===== config.mk =====
export PLATFORM = sky130hd
export DESIGN_NAME = latch_edge_pattern_qualifier_unit
export DESIGN_NICKNAME = d
export VERILOG_FILES = /design/src/design/lepq_pkg.sv /design/src/design/latch_edge_pattern_qualifier_unit.sv /design/src/design/lepq_prox_trk.sv /design/src/design/lepq_latch_trk.sv
export SDC_FILE = /design/constraint.sdc
export NUM_CORES = 1
export LEC_CHECK = 0
export BUFFER_PORTS_ARGS = -buffer_cell sky130_fd_sc_hd__buf_2
export CELL_PAD_IN_SITES_DETAIL_PLACEMENT = 2
export CELL_PAD_IN_SITES_GLOBAL_PLACEMENT = 2
export CORE_MARGIN = 10
export CORE_UTILIZATION = 42
export DETAILED_ROUTE_END_ITERATION = 16
export GPL_TIMING_DRIVEN = 1
export PLACE_DENSITY = 0.84
export SKIP_CTS_REPAIR_TIMING = 1
export SYNTH_ARGS = -nofsm -noshare
export SYNTH_HDL_FRONTEND = slang
export SYNTH_HIERARCHICAL = 1
export SYNTH_SLANG_ARGS = --single-unit

===== constraint.sdc =====
create_clock -name clk -period 7.5 [get_ports clk]
set_input_delay 1.125 -clock clk [delete_from_list [all_inputs] [get_ports clk]]
set_output_delay 1.125 -clock clk [all_outputs]
set_load 0.01 [all_outputs]

===== src/design/lepq_pkg.sv =====
// lepq_pkg: shared types, codes and reset constants for the latch edge pattern qualifier
// depends on nothing; imported by every design file and the checker
`timescale 1ns / 1ps
`default_nettype none

package lepq_pkg;

    // fixed field widths
    localparam int MODE_W  = 2;
    localparam int NOW_W   = 32;
    localparam int POS_W   = 16;
    localparam int CFG_W   = 16;
    localparam int INDEX_W = 3;

    // defaults for the top-level parameters
    localparam int TIME_BITS_DEF     = 32;
    localparam int POSITION_BITS_DEF = 16;

    // request modes
    typedef enum logic [MODE_W-1:0] {
        MODE_POLL  = 2'd0,
        MODE_SET   = 2'd1,
        MODE_CLEAR = 2'd2
    } mode_t;

    // configuration register indexes
    localparam logic [INDEX_W-1:0] CFG_BLANKING  = 3'd0;
    localparam logic [INDEX_W-1:0] CFG_PAT_DELAY = 3'd1;
    localparam logic [INDEX_W-1:0] CFG_PRX_DELAY = 3'd2;
    localparam logic [INDEX_W-1:0] CFG_DRAWN     = 3'd3;
    localparam logic [INDEX_W-1:0] CFG_GATE      = 3'd4;

    // configuration reset values
    localparam logic [CFG_W-1:0] BLANKING_RST  = 16'd100;
    localparam logic [CFG_W-1:0] PAT_DELAY_RST = 16'd100;
    localparam logic [CFG_W-1:0] PRX_DELAY_RST = 16'd100;
    localparam logic [CFG_W-1:0] DRAWN_RST     = 16'd0;
    localparam logic [CFG_W-1:0] GATE_RST      = 16'd1024;

    // per-request step controls for the trackers
    typedef struct packed {
        logic poll;
        logic set_cmd;
        logic clear_hist;
    } lepq_ctl_t;

endpackage

`default_nettype wire


===== src/design/latch_edge_pattern_qualifier_unit.sv =====
// latch_edge_pattern_qualifier_unit: top level, input register, config registers, result register
// depends on lepq_pkg, lepq_prox_trk, lepq_latch_trk
`timescale 1ns / 1ps
`default_nettype none

// Takes one request per clock while no poll is stalled. A request is captured in an input
// register and worked by the two trackers against the stored edge state when it issues from
// there. A poll loads its result into the output register as it issues, so a poll result
// passes the input register and then the output register. Set-latch, clear-history and
// unused-mode requests give no result. The only stall is a poll reaching a full output
// register that is not being taken; other requests pass through at one per cycle.
// Configuration writes take effect at the next edge and belong to idle periods.

module latch_edge_pattern_qualifier_unit #(
    parameter int TIME_BITS     = lepq_pkg::TIME_BITS_DEF,
    parameter int POSITION_BITS = lepq_pkg::POSITION_BITS_DEF
) (
    input  wire                               clk,
    input  wire                               rst_n,
    // configuration write port
    input  wire                               cfg_write,
    input  wire [lepq_pkg::INDEX_W-1:0]       cfg_index,
    input  wire [lepq_pkg::CFG_W-1:0]         cfg_data,
    // request channel
    input  wire                               in_valid,
    output logic                              in_ready,
    input  wire [lepq_pkg::MODE_W-1:0]        mode,
    input  wire [lepq_pkg::NOW_W-1:0]         now_ms,
    input  wire                               latch_sensed,
    input  wire                               left_switch_active,
    input  wire                               right_switch_active,
    input  wire signed [lepq_pkg::POS_W-1:0]  winch_position,
    input  wire                               latch_command,
    // result channel
    output logic                              out_valid,
    input  wire                               out_ready,
    output logic                              latched_by_pattern,
    output logic                              latched_by_proximity,
    output logic                              drawn_back,
    output logic                              proximity_raw
);
    import lepq_pkg::*;

    // configuration registers
    logic [CFG_W-1:0] blanking_reg;
    logic [CFG_W-1:0] pat_delay_reg;
    logic [CFG_W-1:0] prx_delay_reg;
    logic [CFG_W-1:0] drawn_reg;
    logic [CFG_W-1:0] gate_reg;

    // input register
    logic              s1_valid_reg;
    logic [MODE_W-1:0] mode_reg;
    logic [NOW_W-1:0]  now_reg;
    logic              sensed_reg;
    logic              prox_reg;
    logic [POS_W-1:0]  pos_reg;
    logic              cmd_reg;

    // command state
    logic commanded_reg, commanded_next;

    logic                             is_poll;
    logic                             issue;
    lepq_ctl_t                        ctl;
    logic [TIME_BITS-1:0]             now_v;
    logic signed [POSITION_BITS-1:0]  pos_v;
    logic signed [POSITION_BITS-1:0]  gate_v;
    logic signed [POSITION_BITS-1:0]  drawn_v;
    logic                             by_prox;
    logic                             by_pattern;

    // configuration writes
    always_ff @(posedge clk or negedge rst_n)
    begin
        if (!rst_n)
        begin
            blanking_reg  <= BLANKING_RST;
            pat_delay_reg <= PAT_DELAY_RST;
            prx_delay_reg <= PRX_DELAY_RST;
            drawn_reg     <= DRAWN_RST;
            gate_reg      <= GATE_RST;
        end
        else if (cfg_write)
        begin
            case (cfg_index)
                CFG_BLANKING:  blanking_reg  <= cfg_data;
                CFG_PAT_DELAY: pat_delay_reg <= cfg_data;
                CFG_PRX_DELAY: prx_delay_reg <= cfg_data;
                CFG_DRAWN:     drawn_reg     <= cfg_data;
                CFG_GATE:      gate_reg      <= cfg_data;
                default:       ;
            endcase
        end
    end

    // issue control: only a poll waits for the output register
    assign is_poll  = (mode_reg == MODE_POLL);
    assign issue    = s1_valid_reg && (!is_poll || !out_valid || out_ready);
    assign in_ready = !s1_valid_reg || issue;

    always_comb
    begin
        ctl.poll       = issue && (mode_reg == MODE_POLL);
        ctl.set_cmd    = issue && (mode_reg == MODE_SET);
        ctl.clear_hist = issue && (mode_reg == MODE_CLEAR);
    end

    // input register
    always_ff @(posedge clk or negedge rst_n)
    begin
        if (!rst_n)
        begin
            s1_valid_reg <= 1'b0;
        end
        else if (in_ready)
        begin
            s1_valid_reg <= in_valid;
        end
    end

    always_ff @(posedge clk)
    begin
        if (in_ready && in_valid)
        begin
            mode_reg   <= mode;
            now_reg    <= now_ms;
            sensed_reg <= latch_sensed;
            prox_reg   <= left_switch_active || right_switch_active;
            pos_reg    <= winch_position;
            cmd_reg    <= latch_command;
        end
    end

    // commanded latch state
    assign commanded_next = ctl.set_cmd ? cmd_reg : commanded_reg;

    always_ff @(posedge clk or negedge rst_n)
    begin
        if (!rst_n)
        begin
            commanded_reg <= 1'b1;
        end
        else
        begin
            commanded_reg <= commanded_next;
        end
    end

    // resize time and positions to the working widths
    assign now_v   = TIME_BITS'(now_reg);
    assign pos_v   = POSITION_BITS'(pos_reg);
    assign gate_v  = POSITION_BITS'(gate_reg);
    assign drawn_v = POSITION_BITS'(drawn_reg);

    lepq_prox_trk #(
        .TIME_BITS (TIME_BITS)
    ) u_prox (
        .clk     (clk),
        .rst_n   (rst_n),
        .ctl     (ctl),
        .now     (now_v),
        .state   (prox_reg),
        .cmd     (commanded_reg),
        .blank   (blanking_reg),
        .delay   (prx_delay_reg),
        .by_prox (by_prox)
    );

    lepq_latch_trk #(
        .TIME_BITS     (TIME_BITS),
        .POSITION_BITS (POSITION_BITS)
    ) u_latch (
        .clk        (clk),
        .rst_n      (rst_n),
        .ctl        (ctl),
        .now        (now_v),
        .sensed     (sensed_reg),
        .cmd        (cmd_reg),
        .pos        (pos_v),
        .gate       (gate_v),
        .blank      (blanking_reg),
        .delay      (pat_delay_reg),
        .by_pattern (by_pattern)
    );

    // result register
    always_ff @(posedge clk or negedge rst_n)
    begin
        if (!rst_n)
        begin
            out_valid <= 1'b0;
        end
        else if (ctl.poll)
        begin
            out_valid <= 1'b1;
        end
        else if (out_ready)
        begin
            out_valid <= 1'b0;
        end
    end

    always_ff @(posedge clk)
    begin
        if (ctl.poll)
        begin
            latched_by_pattern   <= by_pattern;
            latched_by_proximity <= by_prox;
            drawn_back           <= by_prox || (pos_v <= drawn_v) || by_pattern;
            proximity_raw        <= prox_reg;
        end
    end

endmodule

`default_nettype wire


===== src/design/lepq_prox_trk.sv =====
// lepq_prox_trk: proximity switch tracker, times the rising edge against the command
// depends on lepq_pkg
`timescale 1ns / 1ps
`default_nettype none

module lepq_prox_trk #(
    parameter int TIME_BITS = lepq_pkg::TIME_BITS_DEF
) (
    input  wire                       clk,
    input  wire                       rst_n,
    input  lepq_pkg::lepq_ctl_t       ctl,
    input  wire [TIME_BITS-1:0]       now,
    input  wire                       state,
    input  wire                       cmd,
    input  wire [lepq_pkg::CFG_W-1:0] blank,
    input  wire [lepq_pkg::CFG_W-1:0] delay,
    output logic                      by_prox
);
    import lepq_pkg::*;

    localparam int TW1 = TIME_BITS + 1;

    logic                 last_reg, last_next;
    logic                 req_reg, req_next;
    logic [TIME_BITS-1:0] chg_reg, chg_next;
    logic [TIME_BITS-1:0] rise_reg, rise_next;
    logic                 rv_reg, rv_next;
    logic                 in_blank;
    logic                 old_enough;
    logic                 step;

    assign step = ctl.poll || ctl.clear_hist;

    // now still inside the blanking window after the last command change
    assign in_blank = {1'b0, now} < ({1'b0, chg_reg} + TW1'(blank));

    // edge tracking, then command change, then rearm on active switch
    always_comb
    begin
        last_next = last_reg;
        req_next  = req_reg;
        chg_next  = chg_reg;
        rise_next = rise_reg;
        rv_next   = rv_reg;
        if (step)
        begin
            if (last_reg != state)
            begin
                last_next = state;
                if (state)
                begin
                    rise_next = now;
                    rv_next   = 1'b1;
                end
                if (in_blank)
                begin
                    rv_next   = 1'b0;
                    last_next = cmd;
                end
            end
            if (cmd != req_reg)
            begin
                chg_next  = now;
                rv_next   = 1'b0;
                req_next  = cmd;
                last_next = cmd;
            end
            if (state && !rv_next)
            begin
                rise_next = now;
                rv_next   = 1'b1;
            end
        end
    end

    // rise older than the delay, no wrap
    assign old_enough = ({1'b0, rise_next} + TW1'(delay)) < {1'b0, now};
    assign by_prox    = state && rv_next && old_enough;

    // tracker state
    always_ff @(posedge clk or negedge rst_n)
    begin
        if (!rst_n)
        begin
            last_reg <= 1'b0;
            req_reg  <= 1'b1;
            chg_reg  <= '0;
            rise_reg <= '0;
            rv_reg   <= 1'b0;
        end
        else
        begin
            last_reg <= last_next;
            req_reg  <= req_next;
            chg_reg  <= chg_next;
            rise_reg <= rise_next;
            rv_reg   <= rv_next;
        end
    end

endmodule

`default_nettype wire


===== src/design/lepq_latch_trk.sv =====
// lepq_latch_trk: latch sensor edge tracker, checks the fall-then-rise pattern
// depends on lepq_pkg
`timescale 1ns / 1ps
`default_nettype none

module lepq_latch_trk #(
    parameter int TIME_BITS     = lepq_pkg::TIME_BITS_DEF,
    parameter int POSITION_BITS = lepq_pkg::POSITION_BITS_DEF
) (
    input  wire                             clk,
    input  wire                             rst_n,
    input  lepq_pkg::lepq_ctl_t             ctl,
    input  wire        [TIME_BITS-1:0]      now,
    input  wire                             sensed,
    input  wire                             cmd,
    input  wire signed [POSITION_BITS-1:0]  pos,
    input  wire signed [POSITION_BITS-1:0]  gate,
    input  wire        [lepq_pkg::CFG_W-1:0] blank,
    input  wire        [lepq_pkg::CFG_W-1:0] delay,
    output logic                            by_pattern
);
    import lepq_pkg::*;

    localparam int TW1 = TIME_BITS + 1;

    logic                 last_reg, last_next;
    logic                 req_reg, req_next;
    logic [TIME_BITS-1:0] chg_reg, chg_next;
    logic [TIME_BITS-1:0] rise_reg, rise_next;
    logic                 rv_reg, rv_next;
    logic [TIME_BITS-1:0] fall_reg, fall_next;
    logic                 fv_reg, fv_next;
    logic                 in_blank;
    logic                 edge_seen;
    logic                 old_enough;

    assign in_blank  = {1'b0, now} < ({1'b0, chg_reg} + TW1'(blank));
    assign edge_seen = (last_reg != sensed) && (pos < gate);

    // per-mode state update
    always_comb
    begin
        last_next = last_reg;
        req_next  = req_reg;
        chg_next  = chg_reg;
        rise_next = rise_reg;
        rv_next   = rv_reg;
        fall_next = fall_reg;
        fv_next   = fv_reg;
        if (ctl.poll)
        begin
            if (edge_seen)
            begin
                if (sensed)
                begin
                    rise_next = now;
                    rv_next   = 1'b1;
                end
                else
                begin
                    fall_next = now;
                    fv_next   = 1'b1;
                end
                if (in_blank)
                begin
                    rv_next = 1'b0;
                    fv_next = 1'b0;
                end
            end
            last_next = sensed;
        end
        else if (ctl.set_cmd)
        begin
            if (cmd != req_reg)
            begin
                chg_next = now;
                rv_next  = 1'b0;
                fv_next  = 1'b0;
                req_next = cmd;
            end
        end
        else if (ctl.clear_hist)
        begin
            rv_next = 1'b0;
            fv_next = 1'b0;
        end
    end

    // pattern: fall before rise, rise old enough
    assign old_enough = ({1'b0, rise_next} + TW1'(delay)) < {1'b0, now};
    assign by_pattern = sensed && fv_next && rv_next && (fall_next < rise_next) && old_enough;

    // tracker state
    always_ff @(posedge clk or negedge rst_n)
    begin
        if (!rst_n)
        begin
            last_reg <= 1'b0;
            req_reg  <= 1'b1;
            chg_reg  <= '0;
            rise_reg <= '0;
            rv_reg   <= 1'b0;
            fall_reg <= '0;
            fv_reg   <= 1'b0;
        end
        else
        begin
            last_reg <= last_next;
            req_reg  <= req_next;
            chg_reg  <= chg_next;
            rise_reg <= rise_next;
            rv_reg   <= rv_next;
            fall_reg <= fall_next;
            fv_reg   <= fv_next;
        end
    end

endmodule

`default_nettype wire


Yosys cells after proc, flatten, opt, wreduce, memory -nomap -nowiden --
Cells that the tools add are included.
Storage, ports and cells: word-level logic and storage cells 124, register bits after elaboration 307, output and inout port bits 6, input port bits 78
Operators by class: add/subtract/negate cells 4, bitwise logic cells 1, multiplexer cells 36, eq/ne operators 10, reductions and logical operators 36, magnitude comparators 7
Operator list (number):
- 32-bit 2-to-1 mux | 10
- 32-bit by 16-bit adder with 33-bit output | 4
- 32-bit by 33-bit < comparator with 1-bit output | 2
- 33-bit by 32-bit < comparator with 1-bit output | 2
- 32-bit < comparator | 1
- 1-bit 2-to-1 mux | 26
- 16-bit <= comparator | 1
- 16-bit < comparator | 1
- 2-bit AND reduction | 7
- 1-bit logical AND | 13
- 1-bit logical OR | 7
- 3-bit by 2-bit == test with 1-bit output, second input constant | 2
- 1-bit logical NOT | 4
- 1-bit != test | 4
- 2-bit nonzero test | 2
- 3-bit by 1-bit == test with 1-bit output, second input constant | 1
- 3-bit == test, second input constant | 1
- 3-bit logical NOT | 1
- 3-bit AND reduction | 1
- 2-bit by 1-bit == test with 1-bit output, second input constant | 1
- 2-bit == test, second input constant | 1
- 2-bit logical NOT | 1
- 1-bit NOT | 1

Depth between registers and ports, before layout --
depth after elaboration 17, mapped depth 33, mapped depth without buffers 29

Hierarchy --
Netlist, hierarchy kept.
By module, submodules not included:
- lepq_latch_trk | sequential area each 2503.7 um2, cells each 980, times used 1, area an instance 8562.0 um2
- lepq_prox_trk | sequential area each 1677.9 um2, cells each 642, times used 1, area an instance 6239.7 um2
- latch_edge_pattern_qualifier_unit | sequential area each 3802.4 um2, cells each 307, times used 1, area an instance 5396.4 um2

Least setup slack after synthesis --
Ideal clock, no wire load.
path type input port to flip-flop, from in out_ready, to reg drawn_back (data pin), buffers on the path 4, stages on the path 29, data required time 7342 ps, setup time 158 ps, arrival 6661 ps, slack 681 ps, cells stage by stage inv_1 a21oi_1 and4_1 buf_4 o21ai_2 buf_2 buf_2 o21ai_1 ha_1 a21o_1 a21o_1 a2111oi_4 o31ai_1 o41ai_4 o31ai_2 buf_4 o211ai_1 a22oi_1 ha_1 a21o_1 a21oi_1 nand3_1 a31oi_1 o221ai_1 a2111oi_0 o41ai_1 and4bb_1 a211oi_1 o211ai_1
RTL lines:
- start: declaration | RTL line latch_edge_pattern_qualifier_unit.sv:36 | input wire out_ready,
- end signal: assignment | RTL line latch_edge_pattern_qualifier_unit.sv:210 | drawn_back <= by_prox || (pos_v <= drawn_v) || by_pattern;
- end: declaration | RTL line latch_edge_pattern_qualifier_unit.sv:39 | output logic drawn_back,

Final worst setup path --
from reg pos_reg[1], to reg drawn_back (data pin)
Between the ends: elaborated cells between the ends (all ways) 20, classes of those cells 1 x add/sub; 4 x order compare; 8 x mux; 7 x reduce/logical
RTL lines:
- start: declaration | RTL line latch_edge_pattern_qualifier_unit.sv:57 | logic [POS_W-1:0] pos_reg;
- start signal: assignment | RTL line latch_edge_pattern_qualifier_unit.sv:130 | pos_reg <= winch_position;
- 16-bit < comparator * | RTL line lepq_latch_trk.sv:38 | assign edge_seen = (last_reg != sensed) && (pos < gate);
- 1-bit logical AND * | RTL line lepq_latch_trk.sv:38
- 32-bit 2-to-1 mux * | RTL line lepq_latch_trk.sv:52 | if (edge_seen)
- 32-bit 2-to-1 mux * | RTL line lepq_latch_trk.sv:50 | if (ctl.poll)
- named net u_latch.rise_next[5] | RTL line lepq_latch_trk.sv:29 | logic [TIME_BITS-1:0] rise_reg, rise_next;
- 32-bit by 16-bit adder with 33-bit output or 32-bit < comparator (tied branches) | RTL line lepq_latch_trk.sv:90, lepq_latch_trk.sv:91
- 33-bit by 32-bit < comparator with 1-bit output or 1-bit logical AND (tied branches) | RTL line lepq_latch_trk.sv:90, lepq_latch_trk.sv:91
- 1-bit logical AND * | RTL line lepq_latch_trk.sv:91 | assign by_pattern = sensed && fv_next && rv_next && (fall_next < rise_next) && old_enough;
- named net by_pattern | RTL line latch_edge_pattern_qualifier_unit.sv:71 | logic by_pattern;
- 1-bit logical OR * | RTL line latch_edge_pattern_qualifier_unit.sv:210
The timed path passes the listed nets; every way through them passes the cells marked *. A chain may end at the register's enable or synchronous reset.

==> summary.md <==
| Metric | Value |
|---|---|
| Synthesis-to-layout area growth | `12.2%` |
| Type of the most critical hold path | `flip-flop to flip-flop` |
| CP Data Required Time | `7.81 ns` |
| Number of buffers added on ports | `83` |
| Core Region | `47600 um^2` |
| Antenna diode count | `0` |
| Total standard cell area after synthesis | `20200 um^2` |
| Global router's overall resource usage | `25.2%` |
| Met3 capacity usage during global routing | `4.02%` |
| Highest attainable clock frequency | `139 MHz` |
| Share of synthesized area occupied by flip-flops and latches | `39.5%` |
| Post-synthesis cell count | `1929` |
| Remaining antenna violation count after routing | `0` |
| Final hold violation count | `0` |
| Global placer's final weighted congestion | `0.881` |
| Number of detailed-routing iterations run before antenna repair | `5` |
| Transition time at the pin with the least slew margin | `1.15 ns` |
| DR DRC count | `0` |
| Arrival time of data at the critical path endpoint | `7.52 ns` |
| Most area-consuming cells after synthesis | `sky130_fd_sc_hd__dfrtp_1 29%, sky130_fd_sc_hd__ha_1 16%, sky130_fd_sc_hd__edfxtp_1 8.5%` |
| Maximum count of clock buffers along a single path | `3` |
| I/O pin count | `84` |
| M1 GR Usage | `29.6%` |
| Clock root buffer | `sky130_fd_sc_hd__clkbuf_16` |
| Post-CTS clock slew at the launch and capture registers of the worst setup and hold paths | `0.06 ns` |
| Final number of max-transition violations | `0` |
| Effective utilization at floorplan | `42.4%` |
| Sink Count | `307` |
| # rows | `80` |
| Global-route wire length before repair | `112000 um` |
| Maximum VDD drop | `0.000174 V` |
| Vias in the first global route | `18400` |
| Fraction of registers with async set/reset | `81.4%` |
| # Max-Cap Violations | `0` |
| Dominant register cell in the synthesized netlist | `sky130_fd_sc_hd__dfrtp_1` |
| Post-synth EDFFs | `57` |
| Setup CP Type | `flip-flop to flip-flop` |
| Number of vias per cell after detailed routing | `6.00` |
| Minimum period implied by the final worst setup slack | `7.20 ns` |
| Ratio of cells with drive above 1 in the final layout | `19.0%` |
| Total vias in the final route | `16100` |
| Net count reported at finish | `2372` |
| Met2 global-route usage | `45.0%` |
| Worst slack, placed | `0.0253 ns` |
| Total power divided by cell area | `451 nW/um^2` |
| Count of state elements after synthesis | `307` |
| Post-synthesis average cell area | `10.5 um^2` |
| Least setup slack across all paths after layout | `0.297 ns` |
| Largest net degree at the start of global routing | `152` |
| Crit start category | `flip-flop` |
| Final routed wirelength across all metal layers | `73600 um` |
| Sum of net half-perimeters after detailed placement | `50700 um` |
| Ys Warns | `6` |
| Area leader, netlist | `sky130_fd_sc_hd__dfrtp_1` |
| Slew headroom | `23.3%` |
| Final setup vio count | `0` |
| Number of library cell types mapped by synthesis | `104` |
| Overall die width | `239 um` |
| TritonCTS clock tree | `yes` |
| Overall die height | `239 um` |
| First DRT Iteration DRCs | `923` |
| Fraction of post-synthesis cell area in the top cell type by area | `29.4%` |
| Layer with the highest usage | `met2` |
| Total global routing overflow | `0` |
| Highest fanout seen on the critical path | `11` |
| Die Area | `57300 um^2` |
| Synth Net Count | `2263` |
| CTS H-tree depth | `2` |
| Insertion delay to the later sink of the worst-skew pair | `0.58 ns` |
| Num CTS Buffers | `39` |
| Post-layout total power | `10.2 mW` |
| LEAKAGE | `10.6 nW` |
| Mean routed wirelength per cell | `27.4 um` |
| Result of the run | `completed` |
| Number of antenna violations at the first check in global routing | `5` |
| Max Clock Skew | `0.0242 ns` |
| Critical Path End Type | `flip-flop` |
| Post-route clock period utilization | `96.0%` |
==> critical path: stages (launching register included) <==
cell                        delay [ns]
sky130_fd_sc_hd__edfxtp_1         0.42
sky130_fd_sc_hd__ha_1             0.31
sky130_fd_sc_hd__o21ai_0          0.31
sky130_fd_sc_hd__o21ai_1          0.20
sky130_fd_sc_hd__o2111ai_1        0.13
sky130_fd_sc_hd__and4_2           0.39
sky130_fd_sc_hd__o21ai_2          0.15
sky130_fd_sc_hd__o21ai_0          0.74
sky130_fd_sc_hd__ha_1             0.42
sky130_fd_sc_hd__o21a_1           0.17
sky130_fd_sc_hd__o21ai_0          0.41
sky130_fd_sc_hd__o31ai_2          0.17
sky130_fd_sc_hd__o41ai_4          0.41
sky130_fd_sc_hd__o31ai_2          0.09
sky130_fd_sc_hd__buf_4            0.20
sky130_fd_sc_hd__o211ai_1         0.11
sky130_fd_sc_hd__a22oi_1          0.13
sky130_fd_sc_hd__ha_1             0.38
sky130_fd_sc_hd__a21o_1           0.13
sky130_fd_sc_hd__a21oi_1          0.08
sky130_fd_sc_hd__a2111oi_0        0.64
sky130_fd_sc_hd__a2111oi_2        0.16
sky130_fd_sc_hd__o41ai_1          0.11
sky130_fd_sc_hd__and4bb_1         0.27
sky130_fd_sc_hd__a211oi_1         0.23
sky130_fd_sc_hd__o211ai_1         0.15
==> worst paths after layout <==
check / start / endpoint / slack [ns] / depth (start not counted)
min in group asynchronous: rst_n / u_prox/rise_reg[3] / 0.61 / 1
hold reg to reg: u_prox/rise_reg[7] / u_prox/rise_reg[7] / 0.50 / 1
setup / recovery: pos_reg[1] / drawn_back / 0.30 / 25
setup reg to reg: pos_reg[1] / drawn_back / 0.30 / 25
max in group asynchronous: rst_n / u_latch/fall_reg[27] / 5.49 / 2
hold / removal: u_prox/rise_reg[7] / u_prox/rise_reg[7] / 0.50 / 1
==> synth_stat cells, types with 13 or more instances <==
library cell and instances:
sky130_fd_sc_hd__xor2_1 41, sky130_fd_sc_hd__o21ai_0 116, sky130_fd_sc_hd__xnor2_1 69, sky130_fd_sc_hd__ha_1 252
sky130_fd_sc_hd__dfstp_2 13, sky130_fd_sc_hd__dfrtp_1 237, sky130_fd_sc_hd__edfxtp_1 57, sky130_fd_sc_hd__a21o_1 64
sky130_fd_sc_hd__mux2_2 139, sky130_fd_sc_hd__nor2b_1 19, sky130_fd_sc_hd__nor3_1 23, sky130_fd_sc_hd__nand4_1 32
sky130_fd_sc_hd__and3_1 19, sky130_fd_sc_hd__mux2i_1 26, sky130_fd_sc_hd__o211ai_1 19, sky130_fd_sc_hd__nor2_1 63
sky130_fd_sc_hd__o21ai_1 16, sky130_fd_sc_hd__inv_1 151, sky130_fd_sc_hd__o21a_1 15, sky130_fd_sc_hd__clkbuf_1 19
sky130_fd_sc_hd__nand3_1 44, sky130_fd_sc_hd__nand2_1 165, sky130_fd_sc_hd__a21oi_1 105
==> area by class of cell <==
type	count	area, um^2
clock buffer	57	1100
clock inverter	15	144
fill	4810	25000
inverter	158	593
multi-input combinational	1425	11500
sequential	307	7980
tap	615	769
timing repair buffer	107	618
==> cells in the final DEF, fill, tap and decap left out, types with 23 or more instances in the layout <==
master / Yosys / layout
sky130_fd_sc_hd__ha_1: 252 / 252
sky130_fd_sc_hd__dfrtp_1: 237 / 237
sky130_fd_sc_hd__nand2_1: 165 / 164
sky130_fd_sc_hd__inv_1: 151 / 151
sky130_fd_sc_hd__mux2_2: 139 / 139
sky130_fd_sc_hd__o21ai_0: 116 / 115
sky130_fd_sc_hd__a21oi_1: 105 / 104
sky130_fd_sc_hd__buf_2: 10 / 82
sky130_fd_sc_hd__xnor2_1: 69 / 69
sky130_fd_sc_hd__a21o_1: 64 / 64
sky130_fd_sc_hd__nor2_1: 63 / 62
sky130_fd_sc_hd__edfxtp_1: 57 / 57
sky130_fd_sc_hd__nand3_1: 44 / 44
sky130_fd_sc_hd__xor2_1: 41 / 41
sky130_fd_sc_hd__clkbuf_16: 0 / 39
sky130_fd_sc_hd__nand4_1: 32 / 32
sky130_fd_sc_hd__mux2i_1: 26 / 26
sky130_fd_sc_hd__nor3_1: 23 / 23
sky130_fd_sc_hd__buf_4: 6 / 23
==> per-stage QoR <==
| step | utilization (%) | hold slack (ns) | setup TNS (ns) | instances | area (um^2) |
|---|---|---|---|---|---|
| 2_1_floorplan | - | 0.454 | 0 | 1929 | 20200 |
| 3_3_place_gp | 44.8 | 0.468 | 0 | 2607 | 21400 |
| 3_5_place_dp | 44.8 | 0.480 | 0 | 2607 | 21400 |
| 4_1_cts | 47.4 | 0.501 | -0.0248 | 2679 | 22600 |
| 5_1_grt | 47.6 | 0.514 | -0.00327 | 2684 | 22700 |
| 6_report | 47.6 | 0.502 | 0 | 2684 | 22700 |
==> metal layers <==
layer / share of wire [%] / vias up
met2: 50 / 399
met4: 3.9 / 2
met1: 42 / 8369
li1: - / 7189
met5: 0.018 / -
met3: 4.1 / 156
==> report_power, final <==
part           switching (mW)  internal [mW]
clock network           0.796           1.09
registers               0.462           2.27
logic                    3.33           2.27
total                    4.59           5.64
==> cells by family after synthesis <==
group / share of synthesized area, %
AND/OR/NAND/NOR: 11.3
XOR/XNOR: 4.77
flip-flops: 39.5
AO/OA/AOI/OAI: 14.4
multiplexers: 9.97
buffers and inverters: 4.06
adder cells (fa/ha/maj): 16.0
Note: power is estimated with default switching activity, not from simulation.
